$ cat src/rtl/core/grd_pkg.sv
package grd_pkg;

  localparam int AxisWidth    = 16;
  localparam int TriggerWidth = 15;
  localparam int ButtonWidth  = 19;
  localparam int HatWidth     = 4;
  localparam int AxisCount    = 6;

  // configuration register indexes
  localparam logic [1:0] CFG_THUMB_DZ    = 2'd0;
  localparam logic [1:0] CFG_TRIGGER_DZ  = 2'd1;
  localparam logic [1:0] CFG_WIRELESS    = 2'd2;
  localparam logic [1:0] CFG_EXPECTED_ID = 2'd3;

  // configuration reset values
  localparam logic [6:0] THUMB_DZ_RESET    = 7'd5;
  localparam logic [7:0] TRIGGER_DZ_RESET  = 8'd30;
  localparam logic       WIRELESS_RESET    = 1'b0;
  localparam logic [7:0] EXPECTED_ID_RESET = 8'h31;

  // byte positions relative to the report id, after the wireless offset
  localparam logic [3:0] REL_THUMB_FIRST = 4'd1;
  localparam logic [3:0] REL_THUMB_LAST  = 4'd4;
  localparam logic [3:0] REL_TRIG_LEFT   = 4'd5;
  localparam logic [3:0] REL_TRIG_RIGHT  = 4'd6;
  localparam logic [3:0] REL_BTN_HAT     = 4'd8;
  localparam logic [3:0] REL_BTN_MID     = 4'd9;
  localparam logic [3:0] REL_BTN_LAST    = 4'd10;
  localparam logic [3:0] POS_MAX         = 4'd15;

  localparam logic [7:0] AXIS_CENTER     = 8'd128;
  localparam logic [7:0] AXIS_POS_SPAN   = 8'd127;
  localparam logic [7:0] TRIGGER_SPAN    = 8'd255;
  localparam logic [3:0] HAT_MAX_DIR     = 4'd7;
  localparam logic [3:0] HAT_CENTERED    = 4'd8;
  localparam logic [AxisWidth-1:0] AXIS_POS_LIMIT = 16'h7FFF;

  typedef struct packed {
    logic [7:0] data_byte;
    logic       report_start;
  } grd_in_t;

  typedef struct packed {
    logic signed [AxisWidth-1:0] left_x;
    logic signed [AxisWidth-1:0] left_y;
    logic signed [AxisWidth-1:0] right_x;
    logic signed [AxisWidth-1:0] right_y;
    logic [TriggerWidth-1:0]     left_trigger;
    logic [TriggerWidth-1:0]     right_trigger;
    logic [ButtonWidth-1:0]      button_mask;
    logic [HatWidth-1:0]         hat_direction;
  } grd_out_t;

  typedef struct packed {
    logic [6:0] thumb_deadzone;
    logic [7:0] trigger_deadzone;
    logic       wireless_mode;
    logic [7:0] expected_report_id;
  } grd_cfg_t;

  // controller to datapath
  typedef struct packed {
    logic accept;
    logic div_step;
    logic div_write;
    logic out_load;
  } grd_cmd_t;

  // datapath to controller
  typedef struct packed {
    logic need_div;
    logic emit;
    logic out_full;
  } grd_status_t;

endpackage

$ cat src/rtl/core/grd_ctrl.sv
module grd_ctrl
  import grd_pkg::*;
#(
  parameter int FRACTION_BITS = 15
) (
  input  logic        clk_i,
  input  logic        rst_ni,
  input  logic        in_valid_i,
  output logic        in_ready_o,
  input  grd_status_t status_i,
  output grd_cmd_t    cmd_o
);

  localparam int CntWidth = $clog2(FRACTION_BITS + 1);
  localparam logic [CntWidth-1:0] LastStep = CntWidth'(FRACTION_BITS);

  localparam logic [1:0] ST_IDLE  = 2'd0;
  localparam logic [1:0] ST_DIV   = 2'd1;
  localparam logic [1:0] ST_WRITE = 2'd2;
  localparam logic [1:0] ST_EMIT  = 2'd3;

  logic [1:0]          state_q, state_d;
  logic [CntWidth-1:0] cnt_q, cnt_d;
  logic                accept;

  assign in_ready_o = (state_q == ST_IDLE);
  assign accept     = in_valid_i & in_ready_o;

  always_comb begin
    state_d        = state_q;
    cnt_d          = cnt_q;
    cmd_o          = '0;
    cmd_o.accept   = accept;
    case (state_q)
      ST_IDLE: begin
        cnt_d = '0;
        if (accept && status_i.need_div) begin
          state_d = ST_DIV;
        end else if (accept && status_i.emit) begin
          state_d = ST_EMIT;
        end
      end
      ST_DIV: begin
        cmd_o.div_step = 1'b1;
        cnt_d          = cnt_q + 1'b1;
        if (cnt_q == LastStep) begin
          state_d = ST_WRITE;
        end
      end
      ST_WRITE: begin
        cmd_o.div_write = 1'b1;
        state_d         = ST_IDLE;
      end
      ST_EMIT: begin
        if (!status_i.out_full) begin
          cmd_o.out_load = 1'b1;
          state_d        = ST_IDLE;
        end
      end
      default: begin
        state_d = ST_IDLE;
      end
    endcase
  end

  always_ff @(posedge clk_i or negedge rst_ni) begin
    if (!rst_ni) begin
      state_q <= ST_IDLE;
      cnt_q   <= '0;
    end else begin
      state_q <= state_d;
      cnt_q   <= cnt_d;
    end
  end

endmodule

$ cat src/rtl/core/grd_datapath.sv
module grd_datapath
  import grd_pkg::*;
#(
  parameter int FRACTION_BITS = 15
) (
  input  logic        clk_i,
  input  logic        rst_ni,
  input  grd_cfg_t    cfg_i,
  input  grd_in_t     in_data_i,
  input  grd_cmd_t    cmd_i,
  output grd_status_t status_o,
  input  logic        out_ready_i,
  output logic        out_valid_o,
  output grd_out_t    out_data_o
);

  localparam int QuoWidth = FRACTION_BITS + 1;

  logic [3:0]           pos_q;
  logic                 dropped_q;
  logic [AxisWidth-1:0] axis_q [AxisCount];
  logic [ButtonWidth-1:0] btn_q;
  logic [HatWidth-1:0]  hat_q;
  logic                 out_valid_q;
  grd_out_t             out_data_q;

  // divider
  logic [8:0]           rem_q;
  logic [7:0]           dvs_q;
  logic [QuoWidth-1:0]  quo_q;
  logic                 neg_q;
  logic [2:0]           idx_q;

  logic [3:0] pos, rel;
  logic       drop_eff, active, is_thumb, is_trig, is_axis;
  logic [7:0] data, dz_thumb, dz_trig;
  logic       lo;
  logic [7:0] thumb_mag, thumb_n, thumb_d, trig_n, trig_d, num, dvs;
  logic       thumb_zero, trig_zero, zero;
  logic [2:0] axis_idx;
  logic [3:0] hat_code;

  assign data     = in_data_i.data_byte;
  assign dz_thumb = {1'b0, cfg_i.thumb_deadzone};
  assign dz_trig  = cfg_i.trigger_deadzone;

  assign pos      = in_data_i.report_start ? 4'd0 : pos_q;
  assign drop_eff = in_data_i.report_start ? 1'b0 : dropped_q;
  assign rel      = pos - {3'b000, cfg_i.wireless_mode};
  assign active   = !drop_eff && (pos != 4'd0);
  assign is_thumb = active && (rel >= REL_THUMB_FIRST) && (rel <= REL_THUMB_LAST);
  assign is_trig  = active && ((rel == REL_TRIG_LEFT) || (rel == REL_TRIG_RIGHT));
  assign is_axis  = is_thumb | is_trig;
  assign axis_idx = 3'(rel - 4'd1);

  // stick: below center is the negative side with one more step of span
  assign lo         = (data < AXIS_CENTER);
  assign thumb_mag  = lo ? (AXIS_CENTER - data) : (data - AXIS_CENTER);
  assign thumb_zero = lo ? (thumb_mag < dz_thumb)
                         : ((thumb_mag == 8'd0) || (thumb_mag < dz_thumb));
  assign thumb_n    = thumb_mag - dz_thumb;
  assign thumb_d    = lo ? (AXIS_CENTER - dz_thumb) : (AXIS_POS_SPAN - dz_thumb);

  assign trig_zero  = (data < dz_trig);
  assign trig_n     = data - dz_trig;
  assign trig_d     = TRIGGER_SPAN - dz_trig;

  assign num  = is_thumb ? thumb_n : trig_n;
  assign dvs  = is_thumb ? thumb_d : trig_d;
  // a zero divisor only comes with a zero numerator
  assign zero = (is_thumb ? thumb_zero : trig_zero) || (dvs == 8'd0);

  assign hat_code = data[3:0];

  assign status_o.need_div = is_axis & !zero;
  assign status_o.emit     = active && (rel == REL_BTN_LAST);
  assign status_o.out_full = out_valid_q & !out_ready_i;

  // one quotient bit per step, numerator never exceeds the divisor
  logic       ge;
  logic [8:0] diff;
  logic [7:0] rem_nxt;
  logic [AxisWidth-1:0] q_ext, axis_val;

  assign ge       = (rem_q >= {1'b0, dvs_q});
  assign diff     = rem_q - {1'b0, dvs_q};
  assign rem_nxt  = ge ? diff[7:0] : rem_q[7:0];
  assign q_ext    = AxisWidth'(quo_q);
  assign axis_val = neg_q ? (AxisWidth'(0) - q_ext)
                          : ((q_ext > AXIS_POS_LIMIT) ? AXIS_POS_LIMIT : q_ext);

  always_ff @(posedge clk_i or negedge rst_ni) begin
    if (!rst_ni) begin
      pos_q     <= '0;
      dropped_q <= 1'b0;
      for (int i = 0; i < AxisCount; i++) begin
        axis_q[i] <= '0;
      end
      btn_q     <= '0;
      hat_q     <= HAT_CENTERED;
    end else begin
      if (cmd_i.accept) begin
        pos_q     <= (pos < POS_MAX) ? pos + 4'd1 : POS_MAX;
        dropped_q <= drop_eff | ((pos == 4'd0) && cfg_i.wireless_mode &&
                                 (data != cfg_i.expected_report_id));
        if (is_axis && zero) begin
          axis_q[axis_idx] <= '0;
        end
        if (active && (rel == REL_BTN_HAT)) begin
          btn_q[3:0] <= {data[4], data[5], data[6], data[7]};
          hat_q      <= (hat_code > HAT_MAX_DIR) ? HAT_CENTERED : hat_code;
        end
        if (active && (rel == REL_BTN_MID)) begin
          btn_q[11:4] <= {data[0], data[1], data[2], data[3],
                          data[4], data[5], data[6], data[7]};
        end
        if (active && (rel == REL_BTN_LAST)) begin
          btn_q[14:12] <= data[2:0];
          btn_q[18:15] <= data[7:4];
        end
      end
      if (cmd_i.div_write) begin
        axis_q[idx_q] <= axis_val;
      end
    end
  end

  always_ff @(posedge clk_i) begin
    if (cmd_i.accept && is_axis && !zero) begin
      rem_q <= {1'b0, num};
      dvs_q <= dvs;
      quo_q <= '0;
      neg_q <= is_thumb & lo;
      idx_q <= axis_idx;
    end else if (cmd_i.div_step) begin
      rem_q <= {rem_nxt, 1'b0};
      quo_q <= {quo_q[QuoWidth-2:0], ge};
    end
  end

  // result register, freed by the downstream transfer
  always_ff @(posedge clk_i or negedge rst_ni) begin
    if (!rst_ni) begin
      out_valid_q <= 1'b0;
    end else if (cmd_i.out_load) begin
      out_valid_q <= 1'b1;
    end else if (out_ready_i) begin
      out_valid_q <= 1'b0;
    end
  end

  always_ff @(posedge clk_i) begin
    if (cmd_i.out_load) begin
      out_data_q.left_x        <= axis_q[0];
      out_data_q.left_y        <= axis_q[1];
      out_data_q.right_x       <= axis_q[2];
      out_data_q.right_y       <= axis_q[3];
      out_data_q.left_trigger  <= axis_q[4][TriggerWidth-1:0];
      out_data_q.right_trigger <= axis_q[5][TriggerWidth-1:0];
      out_data_q.button_mask   <= btn_q;
      out_data_q.hat_direction <= hat_q;
    end
  end

  assign out_valid_o = out_valid_q;
  assign out_data_o  = out_data_q;

endmodule

$ cat src/rtl/core/gamepad_report_decoder_core.sv
// Gamepad input report decoder. Report bytes arrive one per input transfer,
// with report_start marking the report id byte. With wireless_mode set the
// layout shifts by one byte and reports whose id differs from
// expected_report_id are dropped until the next start. Stick bytes pass a
// symmetric dead zone and are scaled to signed Q1.15, trigger bytes their own
// dead zone and Q0.15; buttons and hat are unpacked from the last three bytes,
// and one result transfer follows the last button byte. An id, button,
// padding or trailing byte, and an axis byte in the dead zone, needs no
// further work; an axis byte outside the dead zone holds off the next byte
// while the shared restoring divider, one quotient bit per cycle, runs and
// the quotient is written back; after the last button byte the next byte
// waits until the result register is loaded, longer while it still holds
// an earlier result that has not been taken. Configuration writes take
// effect on the next byte and should only be issued while the block is idle.
module gamepad_report_decoder_core
  import grd_pkg::*;
#(
  parameter int FRACTION_BITS = 15
) (
  input  logic       clk_i,
  input  logic       rst_ni,
  // report byte stream
  input  logic       in_valid_i,
  output logic       in_ready_o,
  input  grd_in_t    in_data_i,
  // decoded report
  output logic       out_valid_o,
  input  logic       out_ready_i,
  output grd_out_t   out_data_o,
  // configuration writes
  input  logic       cfg_we_i,
  input  logic [1:0] cfg_index_i,
  input  logic [7:0] cfg_wdata_i
);

  grd_cfg_t    cfg_q;
  grd_cmd_t    cmd;
  grd_status_t status;

  // configuration registers, write only
  always_ff @(posedge clk_i or negedge rst_ni) begin
    if (!rst_ni) begin
      cfg_q.thumb_deadzone     <= THUMB_DZ_RESET;
      cfg_q.trigger_deadzone   <= TRIGGER_DZ_RESET;
      cfg_q.wireless_mode      <= WIRELESS_RESET;
      cfg_q.expected_report_id <= EXPECTED_ID_RESET;
    end else if (cfg_we_i) begin
      case (cfg_index_i)
        CFG_THUMB_DZ:    cfg_q.thumb_deadzone     <= cfg_wdata_i[6:0];
        CFG_TRIGGER_DZ:  cfg_q.trigger_deadzone   <= cfg_wdata_i;
        CFG_WIRELESS:    cfg_q.wireless_mode      <= cfg_wdata_i[0];
        CFG_EXPECTED_ID: cfg_q.expected_report_id <= cfg_wdata_i;
        default: begin
          cfg_q <= cfg_q;
        end
      endcase
    end
  end

  // sequencing: byte accept, divider steps, axis write back, result load
  grd_ctrl #(
    .FRACTION_BITS(FRACTION_BITS)
  ) u_ctrl (
    .clk_i     (clk_i),
    .rst_ni    (rst_ni),
    .in_valid_i(in_valid_i),
    .in_ready_o(in_ready_o),
    .status_i  (status),
    .cmd_o     (cmd)
  );

  // decode state, axis scaling divider and result register
  grd_datapath #(
    .FRACTION_BITS(FRACTION_BITS)
  ) u_datapath (
    .clk_i      (clk_i),
    .rst_ni     (rst_ni),
    .cfg_i      (cfg_q),
    .in_data_i  (in_data_i),
    .cmd_i      (cmd),
    .status_o   (status),
    .out_ready_i(out_ready_i),
    .out_valid_o(out_valid_o),
    .out_data_o (out_data_o)
  );

endmodule

$ cat config.mk
export PLATFORM = sky130hd
export DESIGN_NAME = gamepad_report_decoder_core
export DESIGN_NICKNAME = d
export VERILOG_FILES = /design/src/rtl/core/grd_pkg.sv /design/src/rtl/core/grd_ctrl.sv /design/src/rtl/core/grd_datapath.sv /design/src/rtl/core/gamepad_report_decoder_core.sv
export SDC_FILE = /design/constraint.sdc
export NUM_CORES = 1
export LEC_CHECK = 0
export BUFFER_PORTS_ARGS = -buffer_cell sky130_fd_sc_hd__buf_2
export CAP_MARGIN = 5
export CORE_UTILIZATION = 59
export CTS_BUF_LIST = sky130_fd_sc_hd__clkbuf_16
export CTS_CLUSTER_DIAMETER = 60
export CTS_CLUSTER_SIZE = 28
export DETAILED_ROUTE_END_ITERATION = 6
export PLACE_DENSITY_LB_ADDON = 0.05
export SYNTH_ARGS = -nofsm -noshare
export SYNTH_HDL_FRONTEND = slang
export SYNTH_SLANG_ARGS = --single-unit
$ cat constraint.sdc
create_clock -name clk_i -period 7.77 [get_ports clk_i]
set_input_delay 0.777 -clock clk_i [delete_from_list [all_inputs] [get_ports clk_i]]
set_output_delay 0.777 -clock clk_i [all_outputs]
set_load 0.02 [all_outputs]
==> results of run 1 <==
-- worst register-to-register path, cell delays in order (launching register included) --
cell and delay [ns]:
dfrtp_1 0.48, nand2b_1 0.11, ha_1 0.49, inv_1 0.16
ha_1 0.19, inv_1 0.05, a31o_2 0.21, nor2_1 0.10
buf_4 0.25, mux2i_4 0.53, and3_1 0.71, nand2b_1 0.42
-- synth_stat cells (13+ instances only) --
cell type	n
o21ai_0	73
inv_1	38
a21oi_1	43
nor3_1	16
ha_1	33
xnor2_1	22
clkbuf_1	40
o21ai_1	17
dfxtp_1	17
nor2_1	79
dfrtp_1	143
nand2_1	183
mux2_2	38
mux2i_1	31
edfxtp_1	137
o22ai_1	40
nand2b_1	13
-- report_power, final --
| part | switching, uW | internal (uW) | total [uW] |
|---|---|---|---|
| sequential | 237 | 2080 | 2320 |
| combinational | 740 | 457 | 1200 |
| clock | 601 | 498 | 1100 |
-- cell families (layout without fill, tap and decap cells) --
group	count (synthesis)	after routing	synth area share, %
compound gates	239	239	11.3
mux	70	70	5.73
buf+inv	93	221	2.88
flops	307	307	62.5
xor+xnor	33	33	2.18
simple gates	356	356	11.9
fa+ha+maj	36	36	3.56
-- cell type report --
type                            count  share of cell area, %
Sequential cell                   307                   56.0
Inverter                           38                  0.962
Clock buffer                       19                   3.21
Multi-Input combinational cell    734                   31.1
Tap cell                          280                   2.36
Clock inverter                     15                   1.24
Timing Repair Buffer              149                   5.19
-- registers in the layout, summed over array words and instances, names as in the netlist --
register and flops:
u_datapath.q_ext 16, u_datapath.idx_q 3, u_datapath.rem_q 9, u_ctrl.state_q 2, u_datapath.out_valid_o 1, u_datapath.dvs_q 8, u_ctrl.cnt_q 4, u_datapath.dropped_q 1
u_datapath.out_data_o 117, u_datapath.neg_q 1, u_datapath.axis_q 94, u_datapath.pos_q 4, u_datapath.btn_q 19, cfg_q 24, u_datapath.hat_q 4
-- final timing paths --
kind,from,end,slack [ns],cells past startpoint
max,in_data_i[0],u_datapath.rem_q[5],3.70,12
min,rst_ni,u_datapath.btn_q[3],0.35,1
max reg2reg,u_datapath.pos_q[0],u_datapath.rem_q[5],3.72,11
min reg2reg,u_datapath.axis_q[8],u_datapath.out_data_o[31],0.44,0
max in group asynchronous,rst_ni,u_datapath.btn_q[11],6.10,2
min in group clk_i,u_datapath.axis_q[8],u_datapath.out_data_o[31],0.44,0
-- per-layer routing --
metal / vias to the layer above / GRT usage (%) / share of wire (%)
li1: 4281 / - / -
met1: 4340 / 36.3 / 44
met2: 269 / 41.8 / 48
met3: 43 / 2.82 / 5.1
met4: 0 / 6.66 / 2.4
met5: - / 0 / 0
-- metrics by stage --
step	area (um^2)	total power, uW	worst slack (ns)	instances	hold WS (ns)
6_report	14800	4610	3.70	1542	0.353
5_1_grt	14800	4860	3.39	1542	0.428
4_1_cts	14800	4630	3.69	1542	0.388
3_5_place_dp	14200	3540	3.16	1508	0.429
3_3_place_gp	14200	3500	3.24	1508	0.425
2_1_floorplan	13300	3140	1.49	1134	0.419
==> impl_metrics.yaml, run 1 <==
run_status:
  outcome: "finished, violations left"
  violations: "DRC"
cts:
  cts_tree: "yes"
  clockBufferDepth: 3
  cts_resized: 0
  cts_buffers: 19
  hold_buffers: 0
  h-tree-depth: 1
  root_buffer: "clkbuf_16"
  post_cts_buffers: 0
  path_clk_slew_ns: 0.09
  clkLatencyLatePin_ns: 0.53
  clock_sinks: 307
global_route:
  grt_pass1_wl_um: 46000
  track_usage_pct: 25.4
  overflow: 0
  antenna_found_initial: 0
  grt_pass1_vias: 8347
  grt_max_degree: 99
layout:
  regArea_um2: 8300
  nFillCells: 1668
  syn_to_final_growth_pct: 11.6
  antenna_cells: 0
  multiInputGateArea_um2: 4600
  utilization_pct: 67.5
  mostFrequentLayoutCell: "nand2_1"
  final_cell_mix: "nand2_1 (183), dfrtp_1 (143), buf_2 (141), edfxtp_1 (137), nor2_1 (78)"
  finalNetCount: 1309
  drive_above_1_share_pct: 19.4
worst_setup_path:
  path_cells: "buf_2, nand2b_1, ha_1, inv_1, ha_1, inv_1, a31o_2, nor2_1, buf_4, mux2i_4, and3_1, nand2b_1"
  cp_max_fo: 22
  path_class: "in -> reg"
  slowest_stage: "and3_1"
  start_kind: "primary input"
  cpLargestDelayFamily: "simple AND/OR/NAND/NOR gates"
  cpPeakStageDelay_ns: 0.71
  crit_arrival_ns: 4.24
  end_kind: "flip-flop"
  required_ns: 7.94
  crit_buf_inv: 4
yosys:
  synth_edf_count: 137
  synthFlopType: "dfrtp_1"
  postSynthCellCount: 1134
  yosysWarnings: 0
  ys_async_sr_fraction_pct: 49.8
  synth_largest_area_cell: "edfxtp_1"
  synth_top_area_share_pct: 31.0
  ys_seq_area_share_pct: 62.5
  synth-seq-cells: 307
  netlist_area_um2: 13300
  synth_cell_type_count: 67
  syn_area_per_cell_um2: 11.7
  ys_top_cells_by_area: "edfxtp_1 (31%), dfrtp_1 (27%), nand2_1 (5.2%), mux2_2 (3.2%), ha_1 (3.1%)"
  syn_nets: 1194
placed_design:
  dp_hpwl_um: 20100
  routabilityCongestion: 0.929
  numPortBuffers: 142
floorplanning:
  io_pins: 143
  rows: 54
  initial_core_util_pct: 60.5
  core-area_um2: 22000
  die_width_um: 152
  dieHeight_um: 152
  fp.dieArea_um2: 23100
pwr:
  pwr_density_cell_nw_per_um2: 311
  vdd_drop_max_mv: 0.189
  total_leakage_power_uw: 0.00609
routing:
  vias: 8933
  routed_wl_um: 28900
  dr.first_iter.drc_count: 681
  drc: 28
  antenna_left: 0
  drt_first_pass_iters: 7
  wire_per_inst_um: 18.7
  avgViaCountPerCell: 5.79
timing:
  min_period_over_period_pct: 52.4
  setup_tns_ns: 0
  post-route-min-period_ns: 4.07
  finalSetupViolCount: 0
  maxSlewHeadroom_pct: 26.0
  worst_slew_pin_slew_ns: 1.11
  rsz0062_at_grt: "false"
  finalMaxSlewViolations: 0
  skew_ns: 0.0276
  hold_violations: 0
  timing.fmax_mhz: 246
flow_run:
  maxCapViolations: 0
worst_hold_path:
  hold_path_class: "in -> async"
Note: power is estimated with default switching activity, not from simulation.
==> run 2: changes to the inputs <==
--- a/config.mk
+++ b/config.mk
@@ -5,6 +5,7 @@
 export SDC_FILE = /design/constraint.sdc
 export NUM_CORES = 1
 export LEC_CHECK = 0
+export ABC_AREA = 1
 export BUFFER_PORTS_ARGS = -buffer_cell sky130_fd_sc_hd__buf_2
 export CAP_MARGIN = 5
 export CORE_UTILIZATION = 59
==> constraint.sdc (replaced) <==
create_clock -name clk_i -period 4 [get_ports clk_i]
set_input_delay 0.4 -clock clk_i [delete_from_list [all_inputs] [get_ports clk_i]]
set_output_delay 0.4 -clock clk_i [all_outputs]
set_load 0.02 [all_outputs]
==> impl_metrics.yaml, run 2 <==
worst_setup_path:
  crit_top_cell: "nand2_1"
  crit_buf_inv: 5
  required_ns: 4.29
  start_kind: "flip-flop"
  path_cells: "nand2_1, ha_1, inv_1, ha_1, inv_1, nand3_2, nand2_4, inv_2, nand2_4, nand2_1, nand2_1, inv_1, nand2_1, nor2_4, nand2_4, nand3_4, inv_2, o21ai_1"
  reg2reg_depth: 18
  path_class: "reg -> reg"
  cpLargestDelayFamily: "simple AND/OR/NAND/NOR gates"
  r2r_start: "u_datapath.pos_q[0]"
  reg2reg_to: "u_datapath.rem_q[6]"
  r2r_slack_ns: 0.80
  cp_max_fo: 21
  slowest_stage: "ha_1"
  end_kind: "flip-flop"
  cpPeakStageDelay_ns: 0.48
  crit_arrival_ns: 3.49
cts:
  cts_resized: 0
  clkLatencyLatePin_ns: 0.55
  cts_buffers: 25
  post_cts_buffers: 0
  path_clk_slew_ns: 0.08
  h-tree-depth: 1
  clockBufferDepth: 3
  root_buffer: "clkbuf_16"
  cts_tree: "yes"
  clock_sinks: 307
yosys:
  ys_seq_area_share_pct: 58.7
  synth-seq-cells: 307
  synth_edf_count: 137
  synthTopCellsByCount: "nand2_1 (437), inv_1 (216), dfrtp_1 (143), nor2_1 (143), edfxtp_1 (137)"
  syn_nets: 1578
  yosysWarnings: 0
  synthFlopType: "dfrtp_1"
  synth_largest_area_cell: "edfxtp_1"
  netlist_area_um2: 14100
  ys_async_sr_fraction_pct: 49.8
  postSynthCellCount: 1518
  ys_top_cells_by_area: "edfxtp_1 (29%), dfrtp_1 (25%), nand2_1 (12%), inv_1 (5.7%), o21ai_0 (4.1%)"
  synth_top_area_share_pct: 29.1
  synth_most_common_cell: "nand2_1"
  synth_cell_type_count: 52
  syn_area_per_cell_um2: 9.31
timing:
  finalSetupViolCount: 0
  finalMaxSlewViolations: 0
  skew_ns: 0.0177
  worst_slew_pin_slew_ns: 1.26
  timing.fmax_mhz: 313
  setup_tns_ns: 0
  min_period_over_period_pct: 80.0
  final.setup.worst_slack_ns: 0.800
  hold_violations: 0
  maxSlewHeadroom_pct: 15.6
  rsz0062_at_grt: "false"
  post-route-min-period_ns: 3.20
routing:
  routed_wl_um: 30500
  avgViaCountPerCell: 5.04
  antenna_left: 0
  drt_first_pass_iters: 5
  drc: 0
  dr.first_iter.drc_count: 778
  vias: 10100
  wire_per_inst_um: 15.2
pwr:
  total_leakage_power_uw: 0.00778
  vdd_drop_max_mv: 0.574
  pwr_density_cell_nw_per_um2: 729
layout:
  utilization_pct: 69.1
  multiInputGateArea_um2: 4800
  largest_reg_flops: 117
  mostFrequentLayoutCell: "nand2_1"
  nFillCells: 1804
  drive_above_1_share_pct: 18.3
  final_cell_mix: "nand2_1 (437), inv_1 (216), dfrtp_1 (143), buf_2 (141), edfxtp_1 (137)"
  antenna_cells: 0
  finalNetCount: 1726
  regArea_um2: 8300
  syn_to_final_growth_pct: 14.8
placed_design:
  dp_hpwl_um: 21100
  routabilityCongestion: 0.921
  numPortBuffers: 142
  pre_cts_ws_ns: 0.549
global_route:
  antenna_found_initial: 0
  grt_max_degree: 118
  grt_pass1_vias: 9291
  overflow: 0
  grt_pass1_wl_um: 48400
  track_usage_pct: 25.7
floorplanning:
  rows: 56
  dieHeight_um: 157
  core-area_um2: 23500
  die_width_um: 157
  io_pins: 143
  initial_core_util_pct: 60.2
  fp.dieArea_um2: 24600
flow_run:
  maxCapViolations: 0
worst_hold_path:
  min_from: "out_ready_i"
  whs_endpoint: "u_datapath.out_valid_o"
  hold_path_class: "in -> reg"
  min_path_cells: 2
run_status:
  outcome: "finished, final reports clean"
==> run 2: timing repair <==
item	4_1_cts	5_1_grt
hold buffers	1	0
hold endpoints to repair	71	0
setup endpoints to repair	0	0
==> run 2: cells by family (layout without fill, tap and decap cells) <==
| kind of cell | count (synthesis) | count (layout) | share of synthesized area [%] |
|---|---|---|---|
| and+or+nand+nor | 710 | 710 | 22.0 |
| DFF | 307 | 307 | 58.7 |
| buffers and inverters | 264 | 431 | 7.49 |
| adders and majority gates | 36 | 36 | 3.35 |
| xor gates and xnor gates | 28 | 28 | 1.74 |
| AOI/OAI and AO/OA | 172 | 172 | 6.60 |
| muxes | 1 | 1 | 0.0708 |
==> run 2: report_power, final <==
part | switching, uW | leakage [uW] | internal (uW)
combinational | 2660 | 0.00405 | 1370
clock | 1430 | 0.000477 | 1380
sequential | 531 | 0.00325 | 4460
==> run 2: area by class of cell <==
class / instances / share of cell area (%)
sequential: 307 / 51.2
timing repair buffer: 162 / 5.44
clock buffer: 25 / 3.86
multi-input combinational: 947 / 29.6
clock inverter: 21 / 2.29
tap: 319 / 2.46
inverter: 223 / 5.19
==> run 2: metal layers <==
metal	vias up	wire, um	GRT usage (%)
li1	5085	-	-
met1	4691	13600	35.4
met2	272	14500	42.4
met3	62	1460	3.38
met4	0	866	8.03
met5	-	0	0
==> run 2: worst register-to-register path, stage by stage, from the launching register on <==
cell and delay (ns):
dfrtp_1 0.40, nand2_1 0.09, ha_1 0.48, inv_1 0.18
ha_1 0.26, inv_1 0.07, nand3_2 0.09, nand2_4 0.10
inv_2 0.06, nand2_4 0.15, nand2_1 0.08, nand2_1 0.09
inv_1 0.04, nand2_1 0.09, nor2_4 0.05, nand2_4 0.09
nand3_4 0.16, inv_2 0.36, o21ai_1 0.11
==> run 2: how the worst max path moves through the flow <==
stage / from / endpoint / slack (ns) / cells after the start
6_report: u_datapath.pos_q[0] / u_datapath.rem_q[6] / 0.80 / 18
5_1_grt: u_datapath.pos_q[0] / u_datapath.rem_q[3] / 0.51 / 19
4_1_cts: u_datapath.pos_q[0] / u_datapath.rem_q[6] / 0.80 / 18
3_5_place_dp: in_data_i[8] / u_datapath.rem_q[6] / 0.55 / 15
3_3_place_gp: in_data_i[8] / u_datapath.rem_q[6] / 0.65 / 15
2_1_floorplan: in_data_i[0] / u_datapath.rem_q[0] / 1.02 / 16
==> run 2: per-stage QoR <==
stage	power (uW)	cell area (um^2)	cells	hold WS (ns)
6_report	11800	16200	2004	0.0657
3_5_place_dp	9060	15200	1957	0.432
3_3_place_gp	8940	15200	1957	0.427
2_1_floorplan	7830	14100	1518	0.104
4_1_cts	11900	16200	2004	0.0469
5_1_grt	12600	16200	2004	0.0659
==> run 3: changes to the inputs <==
--- a/config.mk
+++ b/config.mk
@@ -5,7 +5,7 @@
 export SDC_FILE = /design/constraint.sdc
 export NUM_CORES = 1
 export LEC_CHECK = 0
-export ABC_AREA = 1
+export ABC_AREA = 0
 export BUFFER_PORTS_ARGS = -buffer_cell sky130_fd_sc_hd__buf_2
 export CAP_MARGIN = 5
 export CORE_UTILIZATION = 59
==> constraint.sdc (replaced) <==
create_clock -name clk_i -period 3.3 [get_ports clk_i]
set_input_delay 0.33 -clock clk_i [delete_from_list [all_inputs] [get_ports clk_i]]
set_output_delay 0.33 -clock clk_i [all_outputs]
set_load 0.02 [all_outputs]
==> impl_metrics.yaml, run 3 (synthesized netlist as in run 1, its figures left out) <==
run_status:
  outcome: "finished, violations left"
  violations: "DRC"
cts:
  h-tree-depth: 1
  clock_sinks: 307
  cts_tree: "yes"
  hold_buffers: 1
  root_buffer: "clkbuf_16"
  path_clk_slew_ns: 0.09
  cts_resized: 0
  post_cts_buffers: 0
  clockBufferDepth: 3
  cts_buffers: 21
  clkLatencyLatePin_ns: 0.53
timing:
  rsz0062_at_grt: "false"
  post-route-min-period_ns: 3.09
  min_period_over_period_pct: 93.6
  maxSlewHeadroom_pct: 40.3
  holdWs_ns: 0.0598
  finalSetupViolCount: 0
  skew_ns: 0.0156
  hold_violations: 0
  finalMaxSlewViolations: 0
  timing.fmax_mhz: 324
  setup_tns_ns: 0
  worst_slew_pin_slew_ns: 0.896
layout:
  multiInputGateArea_um2: 4610
  largest_reg_flops: 117
  final_cell_mix: "nand2_1 (183), dfrtp_1 (143), buf_2 (141), edfxtp_1 (137), nor2_1 (77)"
  mostFrequentLayoutCell: "nand2_1"
  finalNetCount: 1377
  antenna_cells: 0
  regArea_um2: 8300
  final_cells: 1611
  syn_to_final_growth_pct: 16.9
  drive_above_1_share_pct: 23.8
  nFillCells: 1614
  fin_area_um2: 15500
floorplanning:
  die_width_um: 152
  dieHeight_um: 152
  io_pins: 143
  core-area_um2: 22000
  rows: 54
  fp.dieArea_um2: 23100
  initial_core_util_pct: 60.5
routing:
  antenna_left: 0
  routed_wl_um: 30200
  dr.first_iter.drc_count: 641
  vias: 9268
  drc: 30
  wire_per_inst_um: 18.8
  drt_first_pass_iters: 7
  avgViaCountPerCell: 5.75
worst_hold_path:
  hold_path_class: "in -> reg"
  min_path_cells: 2
  min_from: "cfg_wdata_i[7]"
  whs_endpoint: "cfg_q[16]"
pwr:
  sw_frac_of_total_pct: 34.0
  share_seq_of_total_power_pct: 47.4
  total_leakage_power_uw: 0.00647
  p_total_uw: 11500
  power_frac_comb_pct: 27.0
  pwr_density_cell_nw_per_um2: 742
  p_clk_share_pct: 25.6
  switchingPower_uw: 3910
  p_int_uw: 7600
  vdd_drop_max_mv: 0.566
worst_setup_path:
  critPathLaunch: "u_datapath.pos_q[0]"
  crit_top_cell: "ha_1"
  reg2reg_depth: 11
  end_kind: "flip-flop"
  start_kind: "flip-flop"
  cpPeakStageDelay_ns: 0.36
  path_cells: "nand2b_1, ha_1, ha_1, ha_1, a31o_2, nor2_2, mux2i_4, and3_1, buf_4, buf_4, o21ai_1"
  path_class: "reg -> reg"
  crit_arrival_ns: 3.51
  slowest_stage: "dfrtp_1"
  cp_max_fo: 27
  r2r_slack_ns: 0.21
  reg2reg_to: "u_datapath.q_ext[10]"
  r2r_start: "u_datapath.pos_q[0]"
  required_ns: 3.72
placed_design:
  numPortBuffers: 142
  dp.cells: 1573
  post_dp_cell_area_um2: 14700
  routabilityCongestion: 0.863
  dp_hpwl_um: 21000
global_route:
  grt_max_degree: 95
  track_usage_pct: 26.4
  antenna_found_initial: 1
  grt_pass1_vias: 8703
  overflow: 0
  grt_pass1_wl_um: 47500
flow_run:
  maxCapViolations: 0
-- run 3: cell types whose count changed in the layout (fill, tap and decap cells not counted), moves of 13 or more --
cell      delta
nand2_1    -254
inv_1      -178
nor2_1      -59
buf_4       +49
nand2_2     -49
o21ai_0     -43
mux2_2      +38
o22ai_1     +36
mux2i_1     +30
nand3_1     -26
a21oi_1     +18
nand2b_1    +13
-- run 3: cell type report --
cell class | instances | share of cell area [%]
clock buffer | 21 | 3.39
timing repair buffer | 215 | 8.57
sequential | 307 | 53.5
inverter | 38 | 0.919
tap | 280 | 2.26
clock inverter | 16 | 1.69
multi-input combinational | 734 | 29.7
-- run 3: power groups by stage --
| stage | clock (uW) | sequential (uW) | combinational, uW |
|---|---|---|---|
| 2_1_floorplan | 0 | 5280 | 2120 |
| 3_3_place_gp | 0 | 5490 | 3010 |
| 3_5_place_dp | 0 | 5520 | 3100 |
| 4_1_cts | 2990 | 5440 | 3130 |
| 5_1_grt | 3130 | 5540 | 3450 |
| 6_report | 2950 | 5460 | 3110 |
-- run 3: per-layer routing --
layer  vias to the layer above  wire (um)  track usage (%)
met2                       276      14800             44.9
met5                         -         11                0
li1                       4430          -                -
met4                         2        885             8.55
met1                      4505      12800             35.5
met3                        55       1750             3.25
-- run 3: worst max path at each step --
stage	slack (ns)	end	cells past startpoint
global route	0.04	u_datapath.q_ext[12]	12
detailed placement	0.005	u_datapath.q_ext[12]	15
global placement	0.04	u_datapath.axis_q[16]	14
finish	0.21	u_datapath.q_ext[10]	11
CTS	0.20	u_datapath.q_ext[10]	11
floorplan	0.01	u_datapath.rem_q[0]	11
-- run 3: worst max-delay path: cells and delay by family, from the launching register on --
kind / cells / cell delay [ns]
fa+ha+maj: 3 / 0.76
flops: 1 / 0.36
compound gates: 2 / 0.34
buf+inv: 2 / 0.58
mux: 1 / 0.35
simple gates: 3 / 0.58
-- run 3: through the flow --
| stage | worst slack, ns | util, % |
|---|---|---|
| floorplan | 0.0122 | - |
| finish | 0.211 | 70.6 |
| global placement | 0.0362 | 67.0 |
| global route | 0.0447 | 70.6 |
| CTS | 0.201 | 70.6 |
| detailed placement | 0.00522 | 67.0 |
